[src/design/lplrx_pkg.sv]
// Types and constants for the low-power-listen receive controller.
`default_nettype none
package lplrx_pkg;

    localparam int CFG_IDX_W  = 3;
    localparam int CFG_DATA_W = 16;

    // configuration register indexes
    localparam logic [CFG_IDX_W-1:0] CFG_LPL_ENABLE     = 3'd0;
    localparam logic [CFG_IDX_W-1:0] CFG_ON_TICKS       = 3'd1;
    localparam logic [CFG_IDX_W-1:0] CFG_OFF_TICKS      = 3'd2;
    localparam logic [CFG_IDX_W-1:0] CFG_PREAMBLE_TICKS = 3'd3;
    localparam logic [CFG_IDX_W-1:0] CFG_RSSI_THRESHOLD = 3'd4;

    // register reset values
    localparam logic [15:0] ON_TICKS_RST       = 16'd328;
    localparam logic [15:0] OFF_TICKS_RST      = 16'd3277;
    localparam logic [15:0] PREAMBLE_TICKS_RST = 16'd33;
    localparam logic [15:0] RSSI_THRESHOLD_RST = 16'd32768;

    // event codes
    localparam logic [3:0] ACT_TICK     = 4'd0;
    localparam logic [3:0] ACT_RSSI     = 4'd1;
    localparam logic [3:0] ACT_RX_START = 4'd2;
    localparam logic [3:0] ACT_RX_FAIL  = 4'd3;
    localparam logic [3:0] ACT_FRAME_RX = 4'd4;
    localparam logic [3:0] ACT_LISTEN   = 4'd5;
    localparam logic [3:0] ACT_TRANSMIT = 4'd6;
    localparam logic [3:0] ACT_SLEEP    = 4'd7;
    localparam logic [3:0] ACT_START    = 4'd8;
    localparam logic [3:0] ACT_TX_START = 4'd9;
    localparam logic [3:0] ACT_TX_END   = 4'd10;

    // receive states
    localparam logic [1:0] MODE_SENSE = 2'd0;
    localparam logic [1:0] MODE_PRE   = 2'd1;
    localparam logic [1:0] MODE_FRAME = 2'd2;
    localparam logic [1:0] MODE_SLEEP = 2'd3;

    // radio commands
    localparam logic [1:0] CMD_NONE   = 2'd0;
    localparam logic [1:0] CMD_SLEEP  = 2'd1;
    localparam logic [1:0] CMD_LISTEN = 2'd2;
    localparam logic [1:0] CMD_TX     = 2'd3;

    // upper-layer notifications
    localparam logic [1:0] NT_NONE  = 2'd0;
    localparam logic [1:0] NT_START = 2'd1;
    localparam logic [1:0] NT_FAIL  = 2'd2;
    localparam logic [1:0] NT_FRAME = 2'd3;

    typedef struct packed {
        logic [3:0]  action;
        logic [15:0] rssi_value;
        logic [15:0] start_delay;
    } in_word_t;

    typedef struct packed {
        logic [1:0] radio_cmd;
        logic [1:0] notify;
        logic [1:0] rx_state;
        logic       receiving;
        logic       transmitting;
        logic       event_error;
    } out_word_t;

endpackage
`default_nettype wire

[src/design/low_power_listen_rx_controller.sv]
// Low-power-listen receive controller: event-driven state update and duty-cycle timer.
//
//  channel   | ports                       | word
//  ----------+-----------------------------+------------------------------------
//  input     | s_valid s_ready s_data      | event code, RSSI, start delay
//  result    | m_valid m_ready m_data      | radio cmd, notify, state, flags
//  config    | cfg_we cfg_index cfg_data   | register write, no read-back
//
// One event word per clock while s_ready is high; the full state update is combinational logic
// on the state registers, and its result word is registered in the result register or the skid.
// A two-entry output buffer (result register plus skid) keeps s_ready high
// while one finished word waits on m_ready; s_ready drops only when both are full.
// aresetn is synchronous and active low; it clears state and flags and reloads
// the config defaults.
`default_nettype none
module low_power_listen_rx_controller
    import lplrx_pkg::*;
#(
    parameter int TIMER_BITS = 18
) (
    input  wire logic                  aclk,
    input  wire logic                  aresetn,
    input  wire logic                  s_valid,
    output logic                       s_ready,
    input  wire in_word_t              s_data,
    output logic                       m_valid,
    input  wire logic                  m_ready,
    output out_word_t                  m_data,
    input  wire logic                  cfg_we,
    input  wire logic [CFG_IDX_W-1:0]  cfg_index,
    input  wire logic [CFG_DATA_W-1:0] cfg_data
);

    // wide enough for off + on + preamble and for a full timer value
    localparam int SUM_W = (TIMER_BITS > 18) ? TIMER_BITS : 18;

    logic                  lpl_enable_reg;
    logic [15:0]           on_ticks_reg;
    logic [15:0]           off_ticks_reg;
    logic [15:0]           preamble_ticks_reg;
    logic [15:0]           rssi_threshold_reg;

    logic [1:0]            mode_reg, mode_next;
    logic [TIMER_BITS-1:0] count_reg, count_next;
    logic                  armed_reg, armed_next;
    logic                  fsleep_reg, fsleep_next;
    logic [15:0]           rssi_reg, rssi_next;
    logic                  busy_reg, busy_next;

    out_word_t             out_reg, skid_reg, result;
    logic                  out_valid_reg, skid_valid_reg;

    logic                  in_fire, out_fire;
    logic                  do_expire, do_listen;
    logic [1:0]            cmd, ntf;
    logic                  err;

    function automatic logic [TIMER_BITS-1:0] arm_val(input logic [SUM_W-1:0] t);
        logic [SUM_W-1:0] lim;
        lim = SUM_W'({TIMER_BITS{1'b1}});
        if (t == '0) begin
            return TIMER_BITS'(1);
        end else if (t > lim) begin
            return lim[TIMER_BITS-1:0];
        end else begin
            return t[TIMER_BITS-1:0];
        end
    endfunction

    assign s_ready  = !skid_valid_reg;
    assign in_fire  = s_valid && s_ready;
    assign m_valid  = out_valid_reg;
    assign m_data   = out_reg;
    assign out_fire = out_valid_reg && m_ready;

    always_comb begin
        mode_next   = mode_reg;
        count_next  = count_reg;
        armed_next  = armed_reg;
        fsleep_next = fsleep_reg;
        rssi_next   = rssi_reg;
        busy_next   = busy_reg;
        cmd         = CMD_NONE;
        ntf         = NT_NONE;
        err         = 1'b0;
        do_expire   = 1'b0;
        do_listen   = 1'b0;

        case (s_data.action)
            ACT_TICK: begin
                if (lpl_enable_reg && armed_reg) begin
                    count_next = count_reg - 1'b1;
                    if (count_next == '0) begin
                        armed_next = 1'b0;
                        do_expire  = 1'b1;
                    end
                end
            end
            ACT_RSSI: begin
                rssi_next = s_data.rssi_value;
                if (lpl_enable_reg && s_data.rssi_value < rssi_threshold_reg &&
                    mode_reg == MODE_PRE) begin
                    armed_next = 1'b0;
                    count_next = '0;
                    do_expire  = 1'b1;
                end
            end
            ACT_RX_START: begin
                if (mode_reg inside {MODE_PRE, MODE_SENSE}) begin
                    mode_next = MODE_FRAME;
                    if (lpl_enable_reg) begin
                        armed_next = 1'b0;
                        count_next = '0;
                    end
                    ntf = NT_START;
                end else begin
                    err = 1'b1;
                end
            end
            ACT_RX_FAIL: begin
                if (lpl_enable_reg) begin
                    if (mode_reg == MODE_FRAME) begin
                        mode_next   = MODE_SLEEP;
                        cmd         = CMD_SLEEP;
                        count_next  = arm_val(SUM_W'(off_ticks_reg));
                        armed_next  = 1'b1;
                        fsleep_next = 1'b1;
                    end
                end else begin
                    mode_next = MODE_SENSE;
                end
                ntf = NT_FAIL;
            end
            ACT_FRAME_RX: begin
                if (mode_reg != MODE_FRAME) begin
                    err = 1'b1;
                end else if (lpl_enable_reg) begin
                    mode_next   = MODE_SLEEP;
                    cmd         = CMD_SLEEP;
                    count_next  = arm_val(SUM_W'(2));
                    armed_next  = 1'b1;
                    fsleep_next = 1'b1;
                    ntf         = NT_FRAME;
                end else begin
                    mode_next = MODE_SENSE;
                    ntf       = NT_FRAME;
                end
            end
            ACT_LISTEN: begin
                do_listen = 1'b1;
            end
            ACT_TRANSMIT, ACT_SLEEP: begin
                cmd = (s_data.action == ACT_TRANSMIT) ? CMD_TX : CMD_SLEEP;
                if (lpl_enable_reg) begin
                    armed_next  = 1'b0;
                    count_next  = '0;
                    mode_next   = MODE_SLEEP;
                    fsleep_next = 1'b0;
                end
            end
            ACT_START: begin
                if (lpl_enable_reg) begin
                    count_next = arm_val(SUM_W'(s_data.start_delay));
                    armed_next = 1'b1;
                end
            end
            ACT_TX_START: begin
                if (busy_reg) begin
                    err = 1'b1;
                end else begin
                    busy_next = 1'b1;
                end
            end
            ACT_TX_END: begin
                if (!busy_reg) begin
                    err = 1'b1;
                end else begin
                    busy_next = 1'b0;
                end
            end
            default: begin
                err = 1'b1;
            end
        endcase

        // timer expiry; only reachable with lpl on
        if (do_expire) begin
            fsleep_next = 1'b0;
            case (mode_next)
                MODE_SENSE: begin
                    if (rssi_next < rssi_threshold_reg) begin
                        cmd        = CMD_SLEEP;
                        mode_next  = MODE_SLEEP;
                        count_next = arm_val(SUM_W'(off_ticks_reg));
                    end else begin
                        mode_next  = MODE_PRE;
                        count_next = arm_val(SUM_W'(off_ticks_reg) + SUM_W'(on_ticks_reg) +
                                             SUM_W'(preamble_ticks_reg));
                    end
                    armed_next = 1'b1;
                end
                MODE_PRE: begin
                    ntf        = NT_FAIL;
                    cmd        = CMD_SLEEP;
                    mode_next  = MODE_SLEEP;
                    count_next = arm_val(SUM_W'(off_ticks_reg));
                    armed_next = 1'b1;
                end
                MODE_SLEEP: begin
                    do_listen = 1'b1;
                end
                default: begin
                end
            endcase
        end

        if (do_listen) begin
            cmd = CMD_LISTEN;
            if (lpl_enable_reg && mode_next != MODE_FRAME && mode_next != MODE_PRE &&
                !fsleep_next) begin
                count_next = arm_val(SUM_W'(on_ticks_reg));
                armed_next = 1'b1;
                mode_next  = MODE_SENSE;
            end
        end

        result.radio_cmd    = cmd;
        result.notify       = ntf;
        result.rx_state     = mode_next;
        result.receiving    = (mode_next == MODE_FRAME);
        result.transmitting = busy_next;
        result.event_error  = err;
    end

    // configuration, state and buffer control
    always_ff @(posedge aclk) begin
        if (!aresetn) begin
            lpl_enable_reg     <= 1'b0;
            on_ticks_reg       <= ON_TICKS_RST;
            off_ticks_reg      <= OFF_TICKS_RST;
            preamble_ticks_reg <= PREAMBLE_TICKS_RST;
            rssi_threshold_reg <= RSSI_THRESHOLD_RST;
            mode_reg           <= MODE_SENSE;
            count_reg          <= '0;
            armed_reg          <= 1'b0;
            fsleep_reg         <= 1'b0;
            rssi_reg           <= '0;
            busy_reg           <= 1'b0;
            out_valid_reg      <= 1'b0;
            skid_valid_reg     <= 1'b0;
        end else begin
            if (cfg_we) begin
                case (cfg_index)
                    CFG_LPL_ENABLE:     lpl_enable_reg     <= cfg_data[0];
                    CFG_ON_TICKS:       on_ticks_reg       <= cfg_data;
                    CFG_OFF_TICKS:      off_ticks_reg      <= cfg_data;
                    CFG_PREAMBLE_TICKS: preamble_ticks_reg <= cfg_data;
                    CFG_RSSI_THRESHOLD: rssi_threshold_reg <= cfg_data;
                    default: begin
                    end
                endcase
            end
            if (in_fire) begin
                mode_reg   <= mode_next;
                count_reg  <= count_next;
                armed_reg  <= armed_next;
                fsleep_reg <= fsleep_next;
                rssi_reg   <= rssi_next;
                busy_reg   <= busy_next;
            end
            if (out_fire) begin
                if (skid_valid_reg) begin
                    skid_valid_reg <= 1'b0;
                end else begin
                    out_valid_reg <= in_fire;
                end
            end else if (in_fire) begin
                if (!out_valid_reg) begin
                    out_valid_reg <= 1'b1;
                end else begin
                    skid_valid_reg <= 1'b1;
                end
            end
        end
    end

    // result words
    always_ff @(posedge aclk) begin
        if (out_fire) begin
            if (skid_valid_reg) begin
                out_reg <= skid_reg;
            end else if (in_fire) begin
                out_reg <= result;
            end
        end else if (in_fire) begin
            if (!out_valid_reg) begin
                out_reg <= result;
            end else begin
                skid_reg <= result;
            end
        end
    end

endmodule
`default_nettype wire

[config.mk]
export PLATFORM = sky130hd
export DESIGN_NAME = low_power_listen_rx_controller
export DESIGN_NICKNAME = d
export VERILOG_FILES = /design/src/design/lplrx_pkg.sv /design/src/design/low_power_listen_rx_controller.sv
export SDC_FILE = /design/constraint.sdc
export NUM_CORES = 1
export LEC_CHECK = 0
export ABC_AREA = 0
export BUFFER_PORTS_ARGS = -buffer_cell sky130_fd_sc_hd__buf_2
export CAP_MARGIN = 30
export CORE_UTILIZATION = 63
export DETAILED_ROUTE_END_ITERATION = 12
export HOLD_SLACK_MARGIN = 0.15
export MAX_ROUTING_LAYER = met4
export PLACE_DENSITY = 0.79
export REMOVE_ABC_BUFFERS = 1
export SLEW_MARGIN = 0
export SYNTH_ARGS = -nofsm -noshare
export SYNTH_HDL_FRONTEND = slang
export SYNTH_SLANG_ARGS = --single-unit
[constraint.sdc]
create_clock -name aclk -period 11.9 [get_ports aclk]
set_input_delay 2.38 -clock aclk [delete_from_list [all_inputs] [get_ports aclk]]
set_output_delay 2.38 -clock aclk [all_outputs]
set_load 0.02 [all_outputs]
**Word-level counts from Yosys, hierarchy flattened**

Cells that the tools add are included.
Widths: inputs -> output; s select.

- Bits of input ports: 60
- Register bits after elaboration: 124
- Output and inout bits: 11
- Word-level logic and storage cells: 182

- Equal/unequal tests: 24
- Order comparisons: 3
- Bitwise gates (word level): 2
- Reductions and logical operators: 35
- $add $sub $neg: 3
- Muxes and demuxes: 90

Operators with widths:

| cell | number |
|---|---|
| $mux 18 | 15 |
| $pmux 18 s7 | 1 |
| $mux 16 | 4 |
| $logic_not 16->1 | 3 |
| $mux 9 | 5 |
| $mux 1 | 37 |
| $logic_not 18->1 | 2 |
| $pmux 18 s2 | 1 |
| $mux 2 | 17 |
| $lt 16x16->1 | 2 |
| $add 17x16->18 | 1 |
| $gt 18x18->1 const B | 1 |
| $sub 18x1->18 const B | 1 |
| $add 16x16->17 | 1 |
| $eq 4x3->1 const B | 4 |
| $reduce_and 2->1 | 7 |
| $eq 4x4->1 const B | 3 |
| $pmux 2 s3 | 2 |
| $eq 4x2->1 const B | 2 |
| $logic_and 1x1->1 | 8 |
| $pmux 2 s2 | 2 |
| $pmux 2 s4 | 1 |
| $pmux 1 s7 | 1 |
| $reduce_or 7->1 | 1 |
| 19 further kinds | 35 |

**Longest topological paths before layout**

Gate-level depths: netlist of the first run.

- Word-level depth: 17
- Gate-level depth with buffers: 18
- Gate-level depth less buffers: 14

**Least setup slack after synthesis of the first run**

No wires, ideal clock.

- Path kind: input to register
- From: input port s_data[34] (netlist bit)
- To: register count_reg[9]
- Data required time: 11757 ps
- Cell stages on the path: 17
- Slack: 5935 ps
- Arrival: 5822 ps
- Buffers on the path: 4
- Library setup time: 143 ps
- Path through: buf_2 > clkbuf_1 > nor3_1 > clkbuf_1 > nand2_1 > nand2_1 > ha_1 > a21o_1 > a221o_1 > a221oi_1 > o211ai_2 > and2b_1 > buf_6 > nand2_1 > o21ai_1 > a2111oi_1 > a2111oi_2

- Word-level cells in the longest chain between the ends: 12
- Elaborated cells on any way between the ends: 37
- Classes of those cells: order compare (1); eq/ne (12); mux (17); reduce/logical (7)

Ends and longest elaborated chain:

| item | RTL line | text |
|---|---|---|
| start, declared | low_power_listen_rx_controller.sv:25 | `input wire in_word_t s_data,` |
| $eq 4x1->1 * | low_power_listen_rx_controller.sv:89 | `case (s_data.action)` |
| $mux 16 * | low_power_listen_rx_controller.sv:89 |  |
| via rssi_next[5] | low_power_listen_rx_controller.sv:47 | `logic [15:0] rssi_reg, rssi_next;` |
| $lt 16x16->1 * | low_power_listen_rx_controller.sv:191 | `if (rssi_next < rssi_threshold_reg) begin` |
| $mux 2 | low_power_listen_rx_controller.sv:191 |  |
| $pmux 2 s2 | low_power_listen_rx_controller.sv:189 | `case (mode_next)` |
| $mux 2 | low_power_listen_rx_controller.sv:187 | `if (do_expire) begin` |
| $ne 2x2->1 | low_power_listen_rx_controller.sv:219 | `if (lpl_enable_reg && mode_next != MODE_FRAME && mode_next != MODE_PRE &&` |
| $logic_and 1x1->1 (3 in series) | low_power_listen_rx_controller.sv:219 |  |
| $mux 18 | low_power_listen_rx_controller.sv:219 |  |
| $mux 18 * | low_power_listen_rx_controller.sv:217 | `if (do_listen) begin` |
| end signal, assigned | low_power_listen_rx_controller.sv:265 | `count_reg <= count_next;` |
| end, declared | low_power_listen_rx_controller.sv:44 | `logic [TIMER_BITS-1:0] count_reg, count_next;` |

Mark *: on every way through the listed nets, which the timed path passes. The rest lies on a longest branch.
A chain may end at the register's enable or synchronous reset.

**Worst setup path after layout of the first run**

- From: input port s_data[32] (netlist bit)
- To: register count_reg[9]

Same word-level chain as after synthesis.

==> summary.txt, run 1 <==
STA
  – RSZ-0062 raised after global routing: false
  – Final min period: 6.268 ns
  – Final Setup Violations: 0
  – Final Skew: ~0.0051 ns
  – Worst slew margin: around two fifths
  – Max-slew violation count: 0
  – FMAX: 159.5 MHz
  – Fin. Hold Viols: 0
  – Post-route clock period utilization: a little over half
  – Setup_tns: 0 ns
  – Worst Tran Pin Value: between 0.8 and 0.9 ns
  – Final hold slack: 0.4535 ns

Routing
  – Final ANT Viol Nets: 0
  – Routed vias: between 8000 and 9000
  – WL/cell: 19.62 um
  – Remaining DRCs: 0
  – Initial DRC Count: 985
  – Total Wirelength: about 26000 um
  – DR pass1 iterations: 6
  – Post-DR vias/cell: 6.453

Yosys
  – Mapped cell area: 0.008710 mm^2
  – Seq cells post-synth: around 120
  – Post-synth EDFFs: 18
  – Post-Syn Instances: about 1100
  – Synth Warn #: 0
  – Mean Syn Cell Area: 7.735 um^2
  – Synth async-reset ratio: 0%
  – Commonest cells in the netlist: 229 x nand2_1, 111 x a21oi_1, 106 x dfxtp_1
  – Top cells by area, synth: dfxtp_1 24%, nand2_1 9.9%, ha_1 6.8%
  – Count of cell types in the netlist: 90
  – Post-synth top area share: 24.36%
  – Largest area contributor in the netlist: dfxtp_1
  – Prevailing post-synth register cell: dfxtp_1
  – Most numerous cell in the Yosys netlist: nand2_1
  – Post-synthesis sequential area ratio: a little under a third

Setup path
  – Critical path's top delay family: simple AND/OR/NAND/NOR gates
  – Crit-path max FO: 24
  – R2R depth: 14
  – R2R Path End: count_reg[0]$_SDFFE_PN0P_
  – WP data arrival: 6.54 ns
  – Crit path largest cell delay: 0.83 ns
  – Cells along the critical path: buf_2 > or4b_1 > nand2_1 > nand2_1 > ha_1 > a21o_1 > a221o_1 > a221oi_1 > o211ai_2 > and2b_1 > nand2_1 > o21ai_1 > a2111oi_1 > a2111oi_2
  – Reg2reg setup slack: 7.72 ns
  – Most frequent CP cell: nand2_1
  – Worst setup SP type: input port
  – CP endpoint kind: flop
  – FF-to-FF Start: off_ticks_reg[1]$_SDFFE_PN0P_
  – Slowest-stage cell, CP: or4b_1
  – Worst setup path category: input port to flop
  – CP required: 12.17 ns
  – Buf/Inv on CP: 1

Power and ir drop
  – Total Power: 0.001159 W
  – Power per cell area: 120.3 mW/mm^2
  – LEAKAGE: 3.806 nW
  – Maximum VDD drop: 0.1474 mV

Worst hold path
  – Worst hold stages: 2
  – Hold Path Class: flop to flop
  – Hold path startpoint: rssi_threshold_reg[10]$_SDFFE_PN0P_
  – Hold Crit Endpoint: rssi_threshold_reg[10]$_SDFFE_PN0P_

Floorplanning
  – Initial Util: 65.25%
  – Die Height: 119.6 um
  – Total die area: 0.01430 mm^2
  – Row count: 42
  – Core ar.: 0.01335 mm^2
  – Top Ports: 71
  – Die width: 119.6 um

Outcome
  – Outcome: complete, no violations

Placement
  – RePlAce Congestion: 0.9622
  – Port buffer count: 70
  – DPL Wire Length: 19340 um

Clock network
  – Worst-path clk slew: approximately 0.050 ns
  – H-tree depth: 4
  – Post-cts sizing count: 0
  – Clk_lat worst skew: around 0.42 ns
  – CTS sink cnt: 124
  – CTS root buf: clkbuf_16
  – Clock buffer depth: 2
  – Post-CTS setup repair buffer count: 0
  – CTS Hold Bufs: 0
  – Total CTS buffers: 17
  – CTS tree: yes

Global routing
  – Vias in the first global route: 7911
  – First-pass GRT wire length: ~42000 um
  – Largest net degree at the start of global routing: between 70 and 80
  – GRT Total Usage: roughly 40%
  – Initial antenna violation count: 0
  – Grt ovf: 0

Final layout
  – Share of cells above drive strength 1: 12.69%
  – Fin nets: roughly 1300
  – Max reg flops: 18
  – Multi-input logic area: 0.005607 mm^2
  – ANT cells: 0
  – Storage element area: 0.002663 mm^2
  – # fillers: 1111
  – Area grow syn2layout: 10.63%

Run
  – Max-cap violations: 0
-- worst max-delay path by stage --
stage | from | endpoint | slack (ns) | cells past startpoint
2_1_floorplan | s_data[33] | count_reg[9]$_SDFFE_PN0P_ | 5.79 | 14
3_3_place_gp | s_data[32] | count_reg[9]$_SDFFE_PN0P_ | 5.30 | 15
3_5_place_dp | s_data[32] | count_reg[9]$_SDFFE_PN0P_ | 5.30 | 14
4_1_cts | s_data[32] | count_reg[9]$_SDFFE_PN0P_ | 5.70 | 14
5_1_grt | s_data[32] | count_reg[9]$_SDFFE_PN0P_ | 5.42 | 14
6_report | s_data[32] | count_reg[9]$_SDFFE_PN0P_ | 5.63 | 14
-- worst reg2reg max path, stage by stage (launching register included) --
cell and delay, ns:
dfxtp_1 0.42, inv_1 0.13, fa_1 0.52, inv_1 0.05, ha_1 0.22, fa_1 0.42
a21o_1 0.22, a221oi_1 0.51, o21ai_0 0.25, xor2_1 0.21, nor3_1 0.18, nor4bb_1 0.45
a311oi_1 0.20, o21ai_1 0.16, a41o_1 0.18
-- cells in the final DEF, fill, tap and decap left out, types with 10 or more instances in the layout --
cell type	instances
nand2_1	229
a21oi_1	111
dfxtp_1	106
nor2_1	95
buf_2	70
ha_1	47
inv_1	44
nor3_1	35
nand3_1	32
o21ai_0	29
clkbuf_16	18
edfxtp_1	18
nor4_1	17
fa_1	17
nand4_1	16
o21ai_1	15
o211ai_1	13
a31oi_1	13
xnor2_1	11
mux2i_1	11
a22oi_1	11
xor2_1	10
mux2_2	10
-- cells by family after synthesis --
family          Yosys count  share of synthesized area, %
compound gates          297                         22.68
xor+xnor                 21                         2.112
flops                   124                         30.57
buf+inv                 107                         5.200
fa+ha+maj                64                         10.66
mux                      21                         2.557
simple gates            492                         26.22
-- cell type report --
| class | count | share of cell area, % |
|---|---|---|
| Timing Repair Buffer | 78 | 4.376 |
| Inverter | 45 | 1.753 |
| Tap cell | 176 | 2.285 |
| Clock inverter | 12 | 0.8960 |
| Sequential cell | 124 | 27.63 |
| Multi-Input combinational cell | 895 | 58.19 |
| Clock buffer | 20 | 4.869 |
-- layer usage --
| metal | track usage [%] | up-vias | share of wire (%) |
|---|---|---|---|
| met5 | - | - | 0 |
| met3 | 6.702 | 54 | 8.9 |
| met2 | 60.37 | 454 | 46 |
| li1 | - | 4125 | - |
| met1 | 51.82 | 4078 | 43 |
| met4 | 12.81 | 0 | 2.1 |
-- where the power goes --
group | leakage (nW) | total, W | switching [W] | internal, W
Sequential | 1.04 | 0.000457 | 0.0000155 | 0.000441
Clock | 0.267 | 0.000485 | 0.000200 | 0.000285
Combinational | 2.50 | 0.000217 | 0.000139 | 0.0000779
-- stage by stage --
step | std cells | cell area, um^2 | utilization (%) | setup WS, ns
after floorplan | 1064 | 8426 | - | 5.795
after global routing | 1350 | 9635 | 72.19 | 5.418
after CTS | 1350 | 9635 | 72.19 | 5.704
after detailed placement | 1318 | 9080 | 68.03 | 5.297
final | 1350 | 9635 | 72.19 | 5.632
after global placement | 1315 | 9046 | 67.77 | 5.299
No activity file was read; power rests on OpenSTA's default activity.
==> run 2: changes to the inputs <==
--- a/config.mk
+++ b/config.mk
@@ -8,11 +8,11 @@
 export ABC_AREA = 0
 export BUFFER_PORTS_ARGS = -buffer_cell sky130_fd_sc_hd__buf_2
 export CAP_MARGIN = 30
-export CORE_UTILIZATION = 63
+export CORE_UTILIZATION = 55
 export DETAILED_ROUTE_END_ITERATION = 12
 export HOLD_SLACK_MARGIN = 0.15
 export MAX_ROUTING_LAYER = met4
-export PLACE_DENSITY = 0.79
+export PLACE_DENSITY = 0.73
 export REMOVE_ABC_BUFFERS = 1
 export SLEW_MARGIN = 0
 export SYNTH_ARGS = -nofsm -noshare
==> constraint.sdc (replaced) <==
create_clock -name aclk -period 5.55 [get_ports aclk]
set_input_delay 1.11 -clock aclk [delete_from_list [all_inputs] [get_ports aclk]]
set_output_delay 1.11 -clock aclk [all_outputs]
set_load 0.02 [all_outputs]
==> summary.txt, run 2 (synthesis results as in run 1) <==
Global routing
  – First-pass GRT wire length: 43060 um
  – Largest net degree at the start of global routing: 73
  – Grt ovf: 0
  – Vias in the first global route: 7889
  – Initial antenna violation count: 0
  – GRT Total Usage: between 30% and 40%

Final layout
  – Fin nets: 1292
  – Storage element area: roughly 0.0027 mm^2
  – # fillers: 1400
  – Share of cells above drive strength 1: 13.12%
  – ANT cells: 0
  – Max reg flops: 18
  – Most frequent cells in the layout: 229 x nand2_1, 111 x a21oi_1, 106 x dfxtp_1, 95 x nor2_1, 70 x buf_2
  – Multi-input logic area: 0.005607 mm^2
  – Area grow syn2layout: 12.38%
  – Commonest non-fill, non-tap cell in the layout: nand2_1

STA
  – Fin. Hold Viols: 0
  – Worst Tran Pin Value: between 1 and 1.5 ns
  – Post-route clock period utilization: approximately 87%
  – Setup_tns: 0 ns
  – Final min period: 4.808 ns
  – RSZ-0062 raised after global routing: false
  – FMAX: 208.0 MHz
  – Max-slew violation count: 0
  – Final Setup Violations: 0
  – Worst slew margin: 26.09%
  – Final Skew: 0.008388 ns

Setup path
  – R2R depth: 14
  – Worst setup SP type: input port
  – Setup crit start: s_data[33]
  – CP Capture Point: count_reg[4]$_SDFFE_PN0P_
  – FF-to-FF Start: off_ticks_reg[1]$_SDFFE_PN0P_
  – CP required: 5.82 ns
  – Worst setup path category: input port to flop
  – CP endpoint kind: flop
  – WP data arrival: 5.08 ns
  – Reg2reg setup slack: 1.26 ns
  – R2R Path End: count_reg[0]$_SDFFE_PN0P_
  – Crit-path max FO: 12

Routing
  – Remaining DRCs: 0
  – WL/cell: roughly 20 um
  – Routed vias: roughly 8800
  – Post-DR vias/cell: around 6.3
  – DR pass1 iterations: 8
  – Initial DRC Count: 1112
  – Final ANT Viol Nets: 0
  – Total Wirelength: 27650 um

Power and ir drop
  – Switching Share: roughly 30%
  – Total Power: 0.002643 W
  – Switch Pwr: 0.0007726 W
  – Reg power frac: 37.1%
  – Combinational power share: 17.8%
  – LEAKAGE: 3.869 nW
  – Cell Int Power: roughly 0.0019 W
  – Clock Power Share: 45.1%
  – Maximum VDD drop: approximately 0.34 mV
  – Power per cell area: 270.0 mW/mm^2

Clock network
  – Post-CTS setup repair buffer count: 0
  – CTS sink cnt: 124
  – CTS root buf: clkbuf_16
  – Total CTS buffers: 17
  – Post-cts sizing count: 0
  – Worst-path clk slew: roughly 0.060 ns
  – CTS tree: yes
  – H-tree depth: 4
  – Clk_lat worst skew: 0.43 ns
  – Clock buffer depth: 2
  – CTS Hold Bufs: 0

Floorplanning
  – Die width: between 100 and 150 um
  – Core ar.: 0.01531 mm^2
  – Die Height: 127.8 um
  – Initial Util: 56.87%
  – Row count: 45
  – Total die area: 0.01634 mm^2
  – Top Ports: 71

Placement
  – RePlAce Congestion: around 1
  – DPL Wire Length: 20310 um
  – Port buffer count: 70

Outcome
  – Outcome: complete, no violations

Run
  – Max-cap violations: 0

Worst hold path
  – Hold Path Class: flop to flop
==> run 2: power by group through the flow <==
stage               sequential [W]  combinational [W]  clock, W
finish                    0.000980           0.000471   0.00119
global route              0.000983           0.000513   0.00124
CTS                       0.000979           0.000461   0.00119
detailed placement        0.000998           0.000456         0
global placement          0.000997           0.000451         0
floorplan                 0.000994           0.000295         0
==> run 2: worst min-delay path by stage <==
stage | startpoint | endpoint | slack [ns] | cells after the start
floorplan | preamble_ticks_reg[1]$_SDFFE_PN0P_ | preamble_ticks_reg[1]$_SDFFE_PN0P_ | 0.44 | 2
global placement | preamble_ticks_reg[1]$_SDFFE_PN0P_ | preamble_ticks_reg[1]$_SDFFE_PN0P_ | 0.44 | 2
detailed placement | rssi_threshold_reg[11]$_SDFFE_PN0P_ | rssi_threshold_reg[11]$_SDFFE_PN0P_ | 0.45 | 2
CTS | rssi_threshold_reg[11]$_SDFFE_PN0P_ | rssi_threshold_reg[11]$_SDFFE_PN0P_ | 0.46 | 2
global route | rssi_threshold_reg[11]$_SDFFE_PN0P_ | rssi_threshold_reg[11]$_SDFFE_PN0P_ | 0.47 | 2
finish | preamble_ticks_reg[1]$_SDFFE_PN0P_ | preamble_ticks_reg[1]$_SDFFE_PN0P_ | 0.45 | 2
==> run 2: worst max-delay path: stages <==
cell       delay (ns)
buf_2            0.10
or4b_1           0.76
buf_4            0.28
nand2_1          0.08
nand2_1          0.08
ha_1             0.30
and2_0           0.16
a221o_1          0.32
a221oi_1         0.35
o211ai_2         0.24
and2b_1          0.46
buf_4            0.28
mux2i_1          0.19
o2111ai_2        0.12
o211ai_1         0.15
a21oi_1          0.09
==> run 2: through the flow <==
| stage | utilization, % | hold WS, ns | cell area [um^2] | setup WS [ns] | instances |
|---|---|---|---|---|---|
| floorplan | - | 0.4363 | 8426 | 0.7146 | 1064 |
| global placement | 59.80 | 0.4433 | 9158 | 0.6044 | 1359 |
| detailed placement | 59.84 | 0.4479 | 9165 | 0.4234 | 1360 |
| CTS | 63.91 | 0.4559 | 9788 | 0.8144 | 1392 |
| global route | 63.91 | 0.4694 | 9788 | 0.5824 | 1392 |
| finish | 63.91 | 0.4546 | 9788 | 0.7424 | 1392 |
==> run 2: layer usage <==
metal	track usage, %	share of wire, %
met1	47.65	43
met3	5.968	8.5
met2	53.52	45
met5	-	0
met4	12.46	2.7
==> run 2: layout make-up <==
cell class	count	share of cell area (%)
Clock buffer	18	4.385
Clock inverter	14	1.981
Inverter	45	1.726
Multi-Input combinational cell	895	57.28
Sequential cell	124	27.20
Tap cell	211	2.697
Timing Repair Buffer	85	4.730
